File: src/pirl_pkg.sv
// Package for the positional insert/remove list unit: payload types, codes,
// controller command/status structs. No dependencies.
`timescale 1ns / 1ps

package pirl_pkg;

    localparam int DATA_W        = 32;
    localparam int COUNT_W       = 8;
    localparam int POS_W         = 7;
    localparam int CAP_W         = 8;
    localparam int DEPTH_DEF     = 128;
    localparam int WORD_BITS_DEF = 32;
    localparam logic [CAP_W-1:0] CAP_RESET = 8'd100;

    typedef enum logic [1:0] {
        FUNC_INSERT = 2'd0,
        FUNC_REMOVE = 2'd1,
        FUNC_READ   = 2'd2,
        FUNC_CLEAR  = 2'd3
    } t_func;

    typedef enum logic [1:0] {
        ST_OK     = 2'd0,
        ST_FULL   = 2'd1,
        ST_BADPOS = 2'd2
    } t_status;

    typedef struct packed {
        t_func                    func;
        logic [POS_W-1:0]         position;
        logic signed [DATA_W-1:0] value;
    } t_in_item;

    typedef struct packed {
        logic signed [DATA_W-1:0] data_out;
        logic [COUNT_W-1:0]       count;
        logic [1:0]               status;
    } t_out_item;

    typedef enum logic [3:0] {
        S_INIT,
        S_IDLE,
        S_DECODE,
        S_INS_RD,
        S_INS_WR,
        S_REM_DATA,
        S_REM_RD,
        S_REM_WR,
        S_RD_WAIT,
        S_CLR,
        S_RESP
    } t_state;

    typedef enum logic [2:0] {
        IDX_HOLD,
        IDX_ZERO,
        IDX_LOAD_CNT,
        IDX_LOAD_POS,
        IDX_INC,
        IDX_DEC
    } t_idx_op;

    typedef enum logic [1:0] {
        RADDR_POS,
        RADDR_IDX_M1,
        RADDR_IDX_P1
    } t_raddr_sel;

    typedef enum logic {
        WADDR_IDX,
        WADDR_POS
    } t_waddr_sel;

    typedef enum logic [1:0] {
        WDATA_ZERO,
        WDATA_RDATA,
        WDATA_VALUE
    } t_wdata_sel;

    typedef enum logic [1:0] {
        CNT_HOLD,
        CNT_INC,
        CNT_DEC,
        CNT_ZERO
    } t_cnt_op;

    typedef struct packed {
        logic       load_item;
        t_idx_op    idx_op;
        logic       ram_re;
        t_raddr_sel raddr_sel;
        logic       ram_we;
        t_waddr_sel waddr_sel;
        t_wdata_sel wdata_sel;
        t_cnt_op    cnt_op;
        logic       res_load;
        logic       res_rdata;
        t_status    res_status;
    } t_cmd;

    typedef struct packed {
        t_func func;
        logic  ins_bad;
        logic  ins_full;
        logic  rem_bad;
        logic  rd_bad;
        logic  idx_gt_pos;
        logic  idx_p1_lt_cnt;
        logic  idx_lt_cnt;
        logic  idx_last;
    } t_flags;

endpackage

File: src/pirl_ctrl.sv
// Controller of the list unit: sequences init sweep, shifts, clear and the
// handshakes. Depends on pirl_pkg.
`timescale 1ns / 1ps

module pirl_ctrl (
    input  logic             i_clk,
    input  logic             i_rst_n,
    input  logic             i_in_valid,
    output logic             o_in_ready,
    output logic             o_out_valid,
    input  logic             i_out_ready,
    input  pirl_pkg::t_flags i_flags,
    output pirl_pkg::t_cmd   o_cmd
);

    pirl_pkg::t_state r_state, n_state;

    always_ff @(posedge i_clk) begin
        if (!i_rst_n) begin
            r_state <= pirl_pkg::S_INIT;
        end else begin
            r_state <= n_state;
        end
    end

    always_comb begin
        n_state           = r_state;
        o_in_ready        = 1'b0;
        o_out_valid       = 1'b0;
        o_cmd.load_item   = 1'b0;
        o_cmd.idx_op      = pirl_pkg::IDX_HOLD;
        o_cmd.ram_re      = 1'b0;
        o_cmd.raddr_sel   = pirl_pkg::RADDR_POS;
        o_cmd.ram_we      = 1'b0;
        o_cmd.waddr_sel   = pirl_pkg::WADDR_IDX;
        o_cmd.wdata_sel   = pirl_pkg::WDATA_ZERO;
        o_cmd.cnt_op      = pirl_pkg::CNT_HOLD;
        o_cmd.res_load    = 1'b0;
        o_cmd.res_rdata   = 1'b0;
        o_cmd.res_status  = pirl_pkg::ST_OK;

        case (r_state)
            pirl_pkg::S_INIT: begin
                o_cmd.ram_we = 1'b1;
                if (i_flags.idx_last) begin
                    o_cmd.idx_op = pirl_pkg::IDX_ZERO;
                    n_state      = pirl_pkg::S_IDLE;
                end else begin
                    o_cmd.idx_op = pirl_pkg::IDX_INC;
                end
            end
            pirl_pkg::S_IDLE: begin
                o_in_ready = 1'b1;
                if (i_in_valid) begin
                    o_cmd.load_item = 1'b1;
                    n_state         = pirl_pkg::S_DECODE;
                end
            end
            pirl_pkg::S_DECODE: begin
                case (i_flags.func)
                    pirl_pkg::FUNC_INSERT: begin
                        if (i_flags.ins_bad || i_flags.ins_full) begin
                            o_cmd.res_load   = 1'b1;
                            o_cmd.res_status = i_flags.ins_bad ? pirl_pkg::ST_BADPOS
                                                               : pirl_pkg::ST_FULL;
                            n_state          = pirl_pkg::S_RESP;
                        end else begin
                            o_cmd.idx_op = pirl_pkg::IDX_LOAD_CNT;
                            n_state      = pirl_pkg::S_INS_RD;
                        end
                    end
                    pirl_pkg::FUNC_REMOVE: begin
                        if (i_flags.rem_bad) begin
                            o_cmd.res_load   = 1'b1;
                            o_cmd.res_status = pirl_pkg::ST_BADPOS;
                            n_state          = pirl_pkg::S_RESP;
                        end else begin
                            o_cmd.ram_re = 1'b1;
                            o_cmd.idx_op = pirl_pkg::IDX_LOAD_POS;
                            n_state      = pirl_pkg::S_REM_DATA;
                        end
                    end
                    pirl_pkg::FUNC_READ: begin
                        if (i_flags.rd_bad) begin
                            o_cmd.res_load   = 1'b1;
                            o_cmd.res_status = pirl_pkg::ST_BADPOS;
                            n_state          = pirl_pkg::S_RESP;
                        end else begin
                            o_cmd.ram_re = 1'b1;
                            n_state      = pirl_pkg::S_RD_WAIT;
                        end
                    end
                    default: begin
                        o_cmd.idx_op = pirl_pkg::IDX_ZERO;
                        n_state      = pirl_pkg::S_CLR;
                    end
                endcase
            end
            pirl_pkg::S_INS_RD: begin
                if (i_flags.idx_gt_pos) begin
                    o_cmd.ram_re    = 1'b1;
                    o_cmd.raddr_sel = pirl_pkg::RADDR_IDX_M1;
                    n_state         = pirl_pkg::S_INS_WR;
                end else begin
                    o_cmd.ram_we    = 1'b1;
                    o_cmd.waddr_sel = pirl_pkg::WADDR_POS;
                    o_cmd.wdata_sel = pirl_pkg::WDATA_VALUE;
                    o_cmd.cnt_op    = pirl_pkg::CNT_INC;
                    o_cmd.res_load  = 1'b1;
                    n_state         = pirl_pkg::S_RESP;
                end
            end
            pirl_pkg::S_INS_WR: begin
                o_cmd.ram_we    = 1'b1;
                o_cmd.wdata_sel = pirl_pkg::WDATA_RDATA;
                o_cmd.idx_op    = pirl_pkg::IDX_DEC;
                n_state         = pirl_pkg::S_INS_RD;
            end
            pirl_pkg::S_REM_DATA: begin
                o_cmd.res_load  = 1'b1;
                o_cmd.res_rdata = 1'b1;
                n_state         = pirl_pkg::S_REM_RD;
            end
            pirl_pkg::S_REM_RD: begin
                if (i_flags.idx_p1_lt_cnt) begin
                    o_cmd.ram_re    = 1'b1;
                    o_cmd.raddr_sel = pirl_pkg::RADDR_IDX_P1;
                    n_state         = pirl_pkg::S_REM_WR;
                end else begin
                    o_cmd.cnt_op = pirl_pkg::CNT_DEC;
                    n_state      = pirl_pkg::S_RESP;
                end
            end
            pirl_pkg::S_REM_WR: begin
                o_cmd.ram_we    = 1'b1;
                o_cmd.wdata_sel = pirl_pkg::WDATA_RDATA;
                o_cmd.idx_op    = pirl_pkg::IDX_INC;
                n_state         = pirl_pkg::S_REM_RD;
            end
            pirl_pkg::S_RD_WAIT: begin
                o_cmd.res_load  = 1'b1;
                o_cmd.res_rdata = 1'b1;
                n_state         = pirl_pkg::S_RESP;
            end
            pirl_pkg::S_CLR: begin
                if (i_flags.idx_lt_cnt) begin
                    o_cmd.ram_we = 1'b1;
                    o_cmd.idx_op = pirl_pkg::IDX_INC;
                end else begin
                    o_cmd.cnt_op   = pirl_pkg::CNT_ZERO;
                    o_cmd.res_load = 1'b1;
                    n_state        = pirl_pkg::S_RESP;
                end
            end
            pirl_pkg::S_RESP: begin
                o_out_valid = 1'b1;
                if (i_out_ready) begin
                    n_state = pirl_pkg::S_IDLE;
                end
            end
            default: begin
                n_state = pirl_pkg::S_INIT;
            end
        endcase
    end

endmodule

File: config.mk
export PLATFORM = sky130hd
export DESIGN_NAME = pirl_ctrl
export DESIGN_NICKNAME = d
export VERILOG_FILES = /design/src/pirl_pkg.sv /design/src/pirl_ctrl.sv
export SDC_FILE = /design/constraint.sdc
export NUM_CORES = 1
export LEC_CHECK = 0
export ABC_AREA = 1
export BUFFER_PORTS_ARGS = -buffer_cell sky130_fd_sc_hd__buf_2
export CAP_MARGIN = 20
export CORE_MARGIN = 3
export CORE_UTILIZATION = 40
export CTS_CLUSTER_SIZE = 16
export DETAILED_ROUTE_END_ITERATION = 8
export MAX_ROUTING_LAYER = met4
export PLACE_DENSITY = 0.71
export SETUP_SLACK_MARGIN = 0.3
export SLEW_MARGIN = 20
export SYNTH_ARGS = -nofsm -noshare
export SYNTH_HDL_FRONTEND = slang
export SYNTH_SLANG_ARGS = --single-unit
File: constraint.sdc
create_clock -name i_clk -period 3.8 [get_ports i_clk]
set_clock_uncertainty 0.05 [all_clocks]
set_input_delay 0.76 -clock i_clk [delete_from_list [all_inputs] [get_ports i_clk]]
set_output_delay 0.76 -clock i_clk [all_outputs]
set_load 0.03 [all_outputs]
# Yosys cells after proc, flatten, opt, wreduce, memory -nomap -nowiden
# Cells that the tools add are included.
[classes]
multipliers = 0
mux = 47
n_reduce_logical = 8
add_sub_neg = 0
n_div = 0
bitwise = 0
shift = 0
magnitude_cmp = 0
n_eq_ne = 16
[op_table]
columns = ["cell", "count"]
rows = [
  ["$pmux W4 S10", 1],
  ["$mux W4", 8],
  ["$mux W3", 6],
  ["$eq A4 B3 Y1 const B", 4],
  ["$mux W2", 8],
  ["$pmux W3 S5", 1],
  ["$eq A4 B4 Y1 const B", 3],
  ["$pmux W2 S3", 2],
  ["$pmux W4 S3", 1],
  ["$mux W1", 11],
  ["$pmux W1 S3", 3],
  ["$pmux W3 S3", 1],
  ["$eq A4 B2 Y1 const B", 2],
  ["$ne A2 B2 Y1 const B", 4],
  ["$pmux W2 S2", 2],
  ["$mux W7", 1],
  ["$reduce_or A2 Y1", 3],
  ["$eq A4 B1 Y1 const B", 1],
  ["$logic_not A4 Y1", 1],
  ["$pmux W1 S4", 1],
  ["$reduce_and A4 Y1", 1],
  ["$reduce_or A3 Y1", 1],
  ["$eq A2 B1 Y1 const B", 1],
  ["$eq A2 B2 Y1 const B", 1],
  ["3 further kinds", 3],
]
[word_totals]
rom_bits = 0
ff_bits = 4
latchBits = 0
output_inout_bits = 19
ramBits = 0
mem_count = 0
word_cells = 72
inputBits = 14

# Longest topological paths before layout
# Gate-level depths: netlist of run 1.
[depth]
word_depth = 4
depth_mapped = 8
depth_no_buf = 8

# Least setup slack after synthesis of run 1
# No wires, ideal clock.
[synth_timing]
path_kind = "in2out"
startpoint = "in i_flags[8] (netlist bit)"
endpoint = "out o_cmd[0] (netlist bit)"
required_ps = 2990
t_arrival_ps = 1956
n_path_buf = 0
slack_ps = 1034
cell_stages = 4
path_cell_list = "ha_1 -> nor3_2 -> inv_1 -> nor3_1"
[synth_rtl]
columns = ["item", "line_no", "text"]
rows = [
  ["from (decl)", "pirl_ctrl.sv:12", "input pirl_pkg::t_flags i_flags,"],
  ["to (decl)", "pirl_ctrl.sv:13", "output pirl_pkg::t_cmd o_cmd"],
]

==> results.sh, run 1 <==
export IMPL_wl_per_cell_um=10.2
export IMPL_clock_fmax_ghz=0.381
export IMPL_cts_tree="built"
export IMPL_status="finished, final reports clean"
export IMPL_largest_register_ff_count=4
export IMPL_design_core_area_mm2=0.00154
export IMPL_drv_cap=0
export IMPL_placement_io_buffers=32
export IMPL_clkTransAtPathRegs_ns=0.04
export IMPL_synth_largest_area_cell="nand2_1"
export IMPL_syn_num_nets=139
export IMPL_rsz0062_at_grt="no"
export IMPL_tightest_slew_ns=0.358
export IMPL_pwr_share_comb_pct=70.6
export IMPL_die_x_um=47.1
export IMPL_antenna_found_initial=0
export IMPL_syn_area_um2=676
export IMPL_mostFrequentLayoutCells="buf_2, nand2_1, inv_1, nor2_1"
export IMPL_arrival_ns=1.82
export IMPL_hpwl_um=1530
export IMPL_drv_slew=0
export IMPL_crit_type="in2out"
export IMPL_grt_busiest_layer="met2"
export IMPL_final_common_cell="buf_2"
export IMPL_met1_usage_pct=21.6
export IMPL_grt_util_met2_pct=28.5
export IMPL_gp_congestion=0.803
export IMPL_hold_path_class="reg2reg"
export IMPL_r2r_end="r_state[3]"
export IMPL_cts_sinks=4
export IMPL_cts_setup_buffers=0
export IMPL_cp_end_kind="primary output"
export IMPL_row_count=14
export IMPL_worstReg2RegStart="r_state[0]"
export IMPL_powerDensity_mw_per_mm2=486
export IMPL_fin_crit_ns=2.63
export IMPL_cts_root_buffer="clkbuf_4"
export IMPL_syn_to_final_growth_pct=28.9
export IMPL_synth_top_area_share_pct=12.2
export IMPL_seq_power_share_pct=17.1
export IMPL_drive_above_1_share_pct=37.4
export IMPL_final_area_um2=871
export IMPL_cp_startpoint="i_flags[8]"
export IMPL_h_tree_depth=1
export IMPL_finalNetCount=175
export IMPL_syn_inst=121
export IMPL_ys_ff_latch=4
export IMPL_setup_tns_ns=0
export IMPL_dp_cells=168
export IMPL_clockBufferDepth=2
export IMPL_crit_required_ns=2.99
export IMPL_diodes=0
export IMPL_p_leak_nw=0.549
export IMPL_grt_max_degree=8
export IMPL_dpl_cell_area_um2=848
export IMPL_peakVddDrop_v=0.000308
export IMPL_ys_warn_count=0
export IMPL_final_util_pct=56.5
export IMPL_dr_pass1_iters=4
export IMPL_drc=0
export IMPL_largestRegisters="r_state: 4 flops"
export IMPL_detail_route_antenna_nets=0
export IMPL_drt_wl_total_um=1740
export IMPL_clock_latency_ns=0.23
export IMPL_cts_resized=0
export IMPL_intPower_mw=0.179
export IMPL_die_y_um=47.1
export IMPL_hold_viol_final=0
export IMPL_reg2reg_depth=6
export IMPL_ys_types=21
export IMPL_crit_end="o_cmd[0]"
export IMPL_path_max_fanout=4
export IMPL_p_switching_mw=0.244
export IMPL_cp_start_kind="primary input"
export IMPL_worst_r2r_setup_slack_ns=2.43
export IMPL_clkPwrFrac_pct=12.3
export IMPL_io_pins=33
export IMPL_gr_usage_all_layers_pct=17.4
export IMPL_netlist_top_cells_area="nand2_1, dfxtp_1, inv_1"
export IMPL_overflow=0
export IMPL_grt_pass1_wl_um=2690
export IMPL_grt_pass1_vias=694
export IMPL_top_register="r_state"
export IMPL_final_cells=171
export IMPL_hold_buffers=0
export IMPL_start_util_pct=43.8
export IMPL_synth_seq_area_share_pct=11.9
export IMPL_grtUsageMet3_pct=2.30
export IMPL_drt_iter0_drc=16
export IMPL_max_slew_margin_pct=76.1
export IMPL_switching_share_pct=57.6
export IMPL_finalSetupViolCount=0
export IMPL_dieArea_mm2=0.00222
export IMPL_fillers=167
export IMPL_syn_avg_cell_area_um2=5.58
export IMPL_vias=829
export IMPL_avgViaCountPerCell=4.85
export IMPL_holdWs_ns=0.557
export IMPL_fin_crit_sh_pct=69.2
export IMPL_cts_made_buffers=3
-- stage by stage --
step	total power, mW	worst slack [ns]
final	0.423	1.17
after floorplan	0.297	1.03
after detailed placement	0.372	1.17
after CTS	0.426	1.17
after global placement	0.369	1.19
after global routing	0.467	1.10
-- cells by family (layout without fill, tap and decap cells) --
kind of cell,Yosys count,after routing,share of synthesized area (%)
compound gates,21,21,16.5
simple gates,65,65,48.7
buf+inv,27,61,15.6
flops,4,4,11.9
fa+ha+maj,4,4,7.41
-- power groups by stage --
stage	sequential [mW]	clock, mW	combinational (mW)
after CTS	0.0717	0.0545	0.300
after global routing	0.0742	0.0565	0.336
after floorplan	0.0682	0	0.229
after global placement	0.0720	0	0.297
final	0.0723	0.0520	0.299
after detailed placement	0.0728	0	0.300
-- worst min path at each step --
stage,end,from,slack [ns],depth (start not counted)
after floorplan,r_state[0],r_state[0],0.48,2
after global placement,r_state[0],r_state[0],0.55,2
after detailed placement,r_state[0],r_state[0],0.56,2
after CTS,r_state[0],r_state[0],0.56,2
after global routing,r_state[0],r_state[0],0.60,2
final,r_state[0],r_state[0],0.56,2
-- cell usage after synthesis --
cell / instances
nand3b_1: 2
nor2_1: 14
a31o_2: 1
a21oi_1: 8
nor2_2: 5
inv_2: 6
nand3_2: 1
o21ai_0: 7
ha_1: 4
nand2_1: 22
nor3_2: 1
nand2_2: 6
inv_1: 20
nor2_4: 3
o211ai_1: 1
nand4_1: 1
o21ai_1: 4
nor3_1: 2
dfxtp_1: 4
nand3_1: 8
buf_4: 1
-- critical path, stage by stage --
cell	delay (ns)
buf_2	0.11
ha_1	0.23
nor3_2	0.26
inv_1	0.10
nor3_1	0.13
buf_2	0.23
-- cell type report --
cell class | count | area, µm² | area share (%)
inverters | 26 | 97.6 | 11.2
repair buffers | 32 | 160 | 18.4
flip-flops and latches | 4 | 80.1 | 9.20
multi-input cells | 90 | 490 | 56.3
clock buffers | 3 | 22.5 | 2.59
well taps | 16 | 20.0 | 2.30
-- per-layer routing --
metal,wire length [µm],share of wire (%)
met5,0,0
met4,25,1.4
met3,68,3.9
met2,880,51
met1,765,44
No activity file was read; power rests on OpenSTA's default activity.
==> inputs of run 2 (changes only) <==
--- a/config.mk
+++ b/config.mk
@@ -5,7 +5,7 @@
 export SDC_FILE = /design/constraint.sdc
 export NUM_CORES = 1
 export LEC_CHECK = 0
-export ABC_AREA = 1
+export ABC_AREA = 0
 export BUFFER_PORTS_ARGS = -buffer_cell sky130_fd_sc_hd__buf_2
 export CAP_MARGIN = 20
 export CORE_MARGIN = 3
@@ -13,7 +13,7 @@
 export CTS_CLUSTER_SIZE = 16
 export DETAILED_ROUTE_END_ITERATION = 8
 export MAX_ROUTING_LAYER = met4
-export PLACE_DENSITY = 0.71
+export PLACE_DENSITY = 0.73
 export SETUP_SLACK_MARGIN = 0.3
 export SLEW_MARGIN = 20
 export SYNTH_ARGS = -nofsm -noshare
==> constraint.sdc (replaced) <==
create_clock -name i_clk -period 2.2 [get_ports i_clk]
set_clock_uncertainty 0.05 [all_clocks]
set_input_delay 0.44 -clock i_clk [delete_from_list [all_inputs] [get_ports i_clk]]
set_output_delay 0.44 -clock i_clk [all_outputs]
set_load 0.03 [all_outputs]
==> run 2 against run 1 <==
  * The run now fails in global routing
  * Synthesized area is 7.8% higher
  * Synthesized cell count fell by 13%
==> results.sh, run 2 <==
export IMPL_status="aborted with a tool error"
export IMPL_failing_step="global routing"
export IMPL_error="[ERROR DPL-0038] Utilization greater than 100%, impossible to legalize"
export IMPL_synth_top_cells_by_count="nor2_1, a21oi_1, inv_1"
export IMPL_die_y_um=48.7
export IMPL_worst_endpoint_kind="output port"
export IMPL_synth_largest_area_cell="dfxtp_1"
export IMPL_netlist_top_cells_area="dfxtp_1, ha_1, a21oi_1"
export IMPL_clockBufferDepth=2
export IMPL_ys_flop_type="dfxtp_1"
export IMPL_ys_types=42
export IMPL_synthArstFlopShare_pct=0
export IMPL_syn_avg_cell_area_um2=6.94
export IMPL_h_tree_depth=1
export IMPL_start_util_pct=45.2
export IMPL_syn_num_nets=123
export IMPL_dpl_cell_area_mm2=0.00115
export IMPL_placement_io_buffers=32
export IMPL_crit_endpoint="o_cmd[3]"
export IMPL_grt_max_degree=22
export IMPL_cts_root_buffer="clkbuf_4"
export IMPL_die_x_um=48.7
export IMPL_ys_warn_count=0
export IMPL_cts_sinks=4
export IMPL_cts_made_buffers=3
export IMPL_io_pins=33
export IMPL_ys_ff_latch=4
export IMPL_syn_area_um2=728
export IMPL_hold_buffers=0
export IMPL_synth_most_common_cell="nor2_1"
export IMPL_row_count=14
export IMPL_hpwl_um=1860
export IMPL_syn_inst=105
export IMPL_synth_edff_count=0
export IMPL_gp_congestion=0.837
export IMPL_synth_top_area_share_pct=11.0
export IMPL_synth_seq_area_share_pct=11.0
run 2: cell count changes after synthesis, sizes merged, moves of 3 or more:
cell	before	now
nand2	28	4
inv	26	8
nor2	22	11
nand3	9	1
buf	1	8
o21ai	11	5
nor2b	0	5
nor3	3	7
a31oi	0	3
nand2b	0	3
run 2: cell families after synthesis:
family          share of synthesized area [%]
buf+inv                                  11.3
flops                                    11.0
simple gates                             34.0
fa+ha+maj                                6.87
compound gates                           31.8
mux                                      4.98
run 2: through the flow:
stage | setup WS, ns | std cells | hold WS (ns)
after global placement | -0.228 | 168 | 0.629
after floorplan | 0.139 | 105 | 0.512
after detailed placement | -0.241 | 168 | 0.647
after CTS | -0.0260 | 178 | 0.406
run 2: what timing repair did:
item / in CTS
buffers inserted: 6
gates resized for setup: 58
gates cloned: 1
pin swaps: 11
setup endpoints to repair: 15
==> inputs of run 3 (changes only) <==
--- a/config.mk
+++ b/config.mk
@@ -8,13 +8,10 @@
 export ABC_AREA = 0
 export BUFFER_PORTS_ARGS = -buffer_cell sky130_fd_sc_hd__buf_2
 export CAP_MARGIN = 20
-export CORE_MARGIN = 3
-export CORE_UTILIZATION = 40
-export CTS_CLUSTER_SIZE = 16
+export CORE_AREA = 3 3 64 66
 export DETAILED_ROUTE_END_ITERATION = 8
-export MAX_ROUTING_LAYER = met4
-export PLACE_DENSITY = 0.73
-export SETUP_SLACK_MARGIN = 0.3
+export DIE_AREA = 0 0 67 69
+export PLACE_DENSITY_LB_ADDON = 0.15
 export SLEW_MARGIN = 20
 export SYNTH_ARGS = -nofsm -noshare
 export SYNTH_HDL_FRONTEND = slang
==> constraint.sdc (replaced) <==
create_clock -name i_clk -period 2.9 [get_ports i_clk]
set_clock_uncertainty 0.05 [all_clocks]
set_input_delay 0.58 -clock i_clk [delete_from_list [all_inputs] [get_ports i_clk]]
set_output_delay 0.58 -clock i_clk [all_outputs]
set_load 0.03 [all_outputs]
==> run 3 against run 2 <==
  * The flow now finishes without violations
  * Synthesized area unchanged
  * Synthesized cell count unchanged
==> results.sh, run 3 <==
export IMPL_syn_inst=105
export IMPL_vias=871
export IMPL_worstReg2RegStart="r_state[0]"
export IMPL_peakVddDrop_v=0.000158
export IMPL_ys_ff_latch=4
export IMPL_powerDensity_mw_per_mm2=777
export IMPL_max_slew_margin_pct=67.3
export IMPL_clkTransAtPathRegs_ns=0.03
export IMPL_gp_congestion=0.755
export IMPL_min_to="r_state[2]"
export IMPL_min_path_cells=2
export IMPL_drt_wl_total_um=2360
export IMPL_hold_path_class="in2reg"
export IMPL_hold_viol_final=0
export IMPL_netlist_top_cells_area="dfxtp_1, ha_1, a21oi_1"
export IMPL_cts_made_buffers=3
export IMPL_dr_pass1_iters=4
export IMPL_design_core_area_mm2=0.00363
export IMPL_synth_top_cells_by_count="nor2_1, a21oi_1, inv_1"
export IMPL_cts_resized=0
export IMPL_p_leak_nw=0.460
export IMPL_synth_top_area_share_pct=11.0
export IMPL_crit_family="simple AND/OR/NAND/NOR gates"
export IMPL_drv_cap=0
export IMPL_seq_power_share_pct=15.8
export IMPL_synthArstFlopShare_pct=0
export IMPL_clkPwrFrac_pct=15.0
export IMPL_arrival_ns=1.99
export IMPL_cp_cell_sequence="or4b_4 -> or2_4 -> a21oi_1 -> or3_1 -> buf_2"
export IMPL_antenna_found_initial=0
export IMPL_clockBufferDepth=2
export IMPL_hpwl_um=1880
export IMPL_path_max_fanout=15
export IMPL_crit_required_ns=2.27
export IMPL_synth_edff_count=0
export IMPL_io_pins=33
export IMPL_min_from="i_rst_n"
export IMPL_ys_warn_count=0
export IMPL_switching_share_pct=51.2
export IMPL_cp_start_kind="flip-flop"
export IMPL_holdWs_ns=0.572
export IMPL_drc=0
export IMPL_cts_sinks=4
export IMPL_row_count=22
export IMPL_placement_io_buffers=32
export IMPL_finalSetupViolCount=0
export IMPL_ys_flop_type="dfxtp_1"
export IMPL_crit_slowest_cell="or4b_4"
export IMPL_grt_pass1_wl_um=3780
export IMPL_syn_num_nets=123
export IMPL_wl_per_cell_um=12.8
export IMPL_drt_iter0_drc=50
export IMPL_cp_startpoint="r_state[3]"
export IMPL_p_switching_mw=0.390
export IMPL_mostFrequentLayoutCells="buf_2, nor2_1, a21oi_1, inv_1, nor3_1"
export IMPL_largest_register_ff_count=4
export IMPL_final_common_cell="buf_2"
export IMPL_diodes=0
export IMPL_dp_cells=181
export IMPL_h_tree_depth=1
export IMPL_setup_tns_ns=0
export IMPL_synth_seq_area_share_pct=11.0
export IMPL_fin_crit_sh_pct=90.4
export IMPL_synth_most_common_cell="nor2_1"
export IMPL_grt_pass1_vias=836
export IMPL_die_x_um=67
export IMPL_rsz0062_at_grt="no"
export IMPL_gr_usage_all_layers_pct=10.1
export IMPL_syn_area_um2=728
export IMPL_largestRegisters="r_state: 4 flops"
export IMPL_grt_max_degree=22
export IMPL_dieArea_mm2=0.00462
export IMPL_finalNetCount=156
export IMPL_status="finished, final reports clean"
export IMPL_intPower_mw=0.372
export IMPL_overflow=0
export IMPL_hold_buffers=0
export IMPL_clock_fmax_ghz=0.381
export IMPL_r2r_end="r_state[1]"
export IMPL_drive_above_1_share_pct=33.1
export IMPL_reg2reg_depth=5
export IMPL_syn_to_final_growth_pct=34.7
export IMPL_final_cells=184
export IMPL_ys_types=42
export IMPL_cts_root_buffer="clkbuf_8"
export IMPL_cp_end_kind="primary output"
export IMPL_worst_r2r_setup_slack_ns=0.90
export IMPL_cpPeakStageDelay_ns=0.60
export IMPL_die_y_um=69
export IMPL_crit_type="reg2out"
export IMPL_synth_largest_area_cell="dfxtp_1"
export IMPL_fin_crit_ns=2.62
export IMPL_cts_tree="built"
export IMPL_detail_route_antenna_nets=0
export IMPL_cts_setup_buffers=0
export IMPL_drv_slew=0
export IMPL_total_power_mw=0.762
export IMPL_clock_latency_ns=0.21
export IMPL_avgViaCountPerCell=4.73
export IMPL_tightest_slew_ns=0.490
export IMPL_start_util_pct=20.0
export IMPL_crit_buf_inv=1
export IMPL_top_register="r_state"
export IMPL_syn_avg_cell_area_um2=6.94
export IMPL_pwr_share_comb_pct=69.2
## run 3: cell counts after synthesis
Identical to the previous run, type by type.
## run 3: cells by family (layout without fill, tap and decap cells)
| logic type | count (synthesis) | in the layout | share of synthesized area, % |
|---|---|---|---|
| AO/OA/AOI/OAI | 33 | 33 | 31.8 |
| adder cells (fa/ha/maj) | 4 | 4 | 6.87 |
| buffers and inverters | 17 | 48 | 11.3 |
| flip-flops | 4 | 4 | 11.0 |
| multiplexers | 3 | 3 | 4.98 |
| AND/OR/NAND/NOR | 44 | 44 | 34.0 |
## run 3: worst max-delay path by stage
stage | endpoint | slack [ns] | cells after the start
floorplan | o_cmd[12] | 0.19 | 5
global placement | o_cmd[3] | 0.31 | 7
detailed placement | o_cmd[3] | 0.29 | 7
CTS | o_cmd[3] | 0.28 | 5
global route | o_cmd[3] | 0.12 | 7
finish | o_cmd[3] | 0.28 | 5
## run 3: through the flow
| step | worst slack [ns] | area [µm²] | utilization, % |
|---|---|---|---|
| floorplan | 0.186 | 734 | - |
| global placement | 0.310 | 940 | 25.9 |
| detailed placement | 0.293 | 940 | 25.9 |
| CTS | 0.276 | 981 | 27.0 |
| global route | 0.125 | 981 | 27.0 |
| finish | 0.279 | 981 | 27.0 |
## run 3: final cells by class
cell class                      instances  area [µm²]
Inverter                                8        30.0
Sequential cell                         4        80.1
Tap cell                               48        60.1
Fill cell                             431        2650
Clock buffer                            3        41.3
Timing Repair Buffer                   37         198
Multi-Input combinational cell         84         572
## run 3: power by group through the flow
stage	Combinational (mW)	Sequential [mW]	Clock [mW]
2_1_floorplan	0.439	0.0806	0
3_3_place_gp	0.529	0.120	0
3_5_place_dp	0.528	0.121	0
4_1_cts	0.531	0.120	0.119
5_1_grt	0.577	0.127	0.125
6_report	0.527	0.120	0.115
## run 3: layer usage
layer | vias to the layer above | global-route usage, % | part of all wire (%)
li1 | 453 | - | -
met4 | 0 | 3.38 | 0
met5 | - | 0 | 0
met3 | 0 | 2.44 | 6.5
met1 | 395 | 13.0 | 45
met2 | 23 | 16.3 | 49
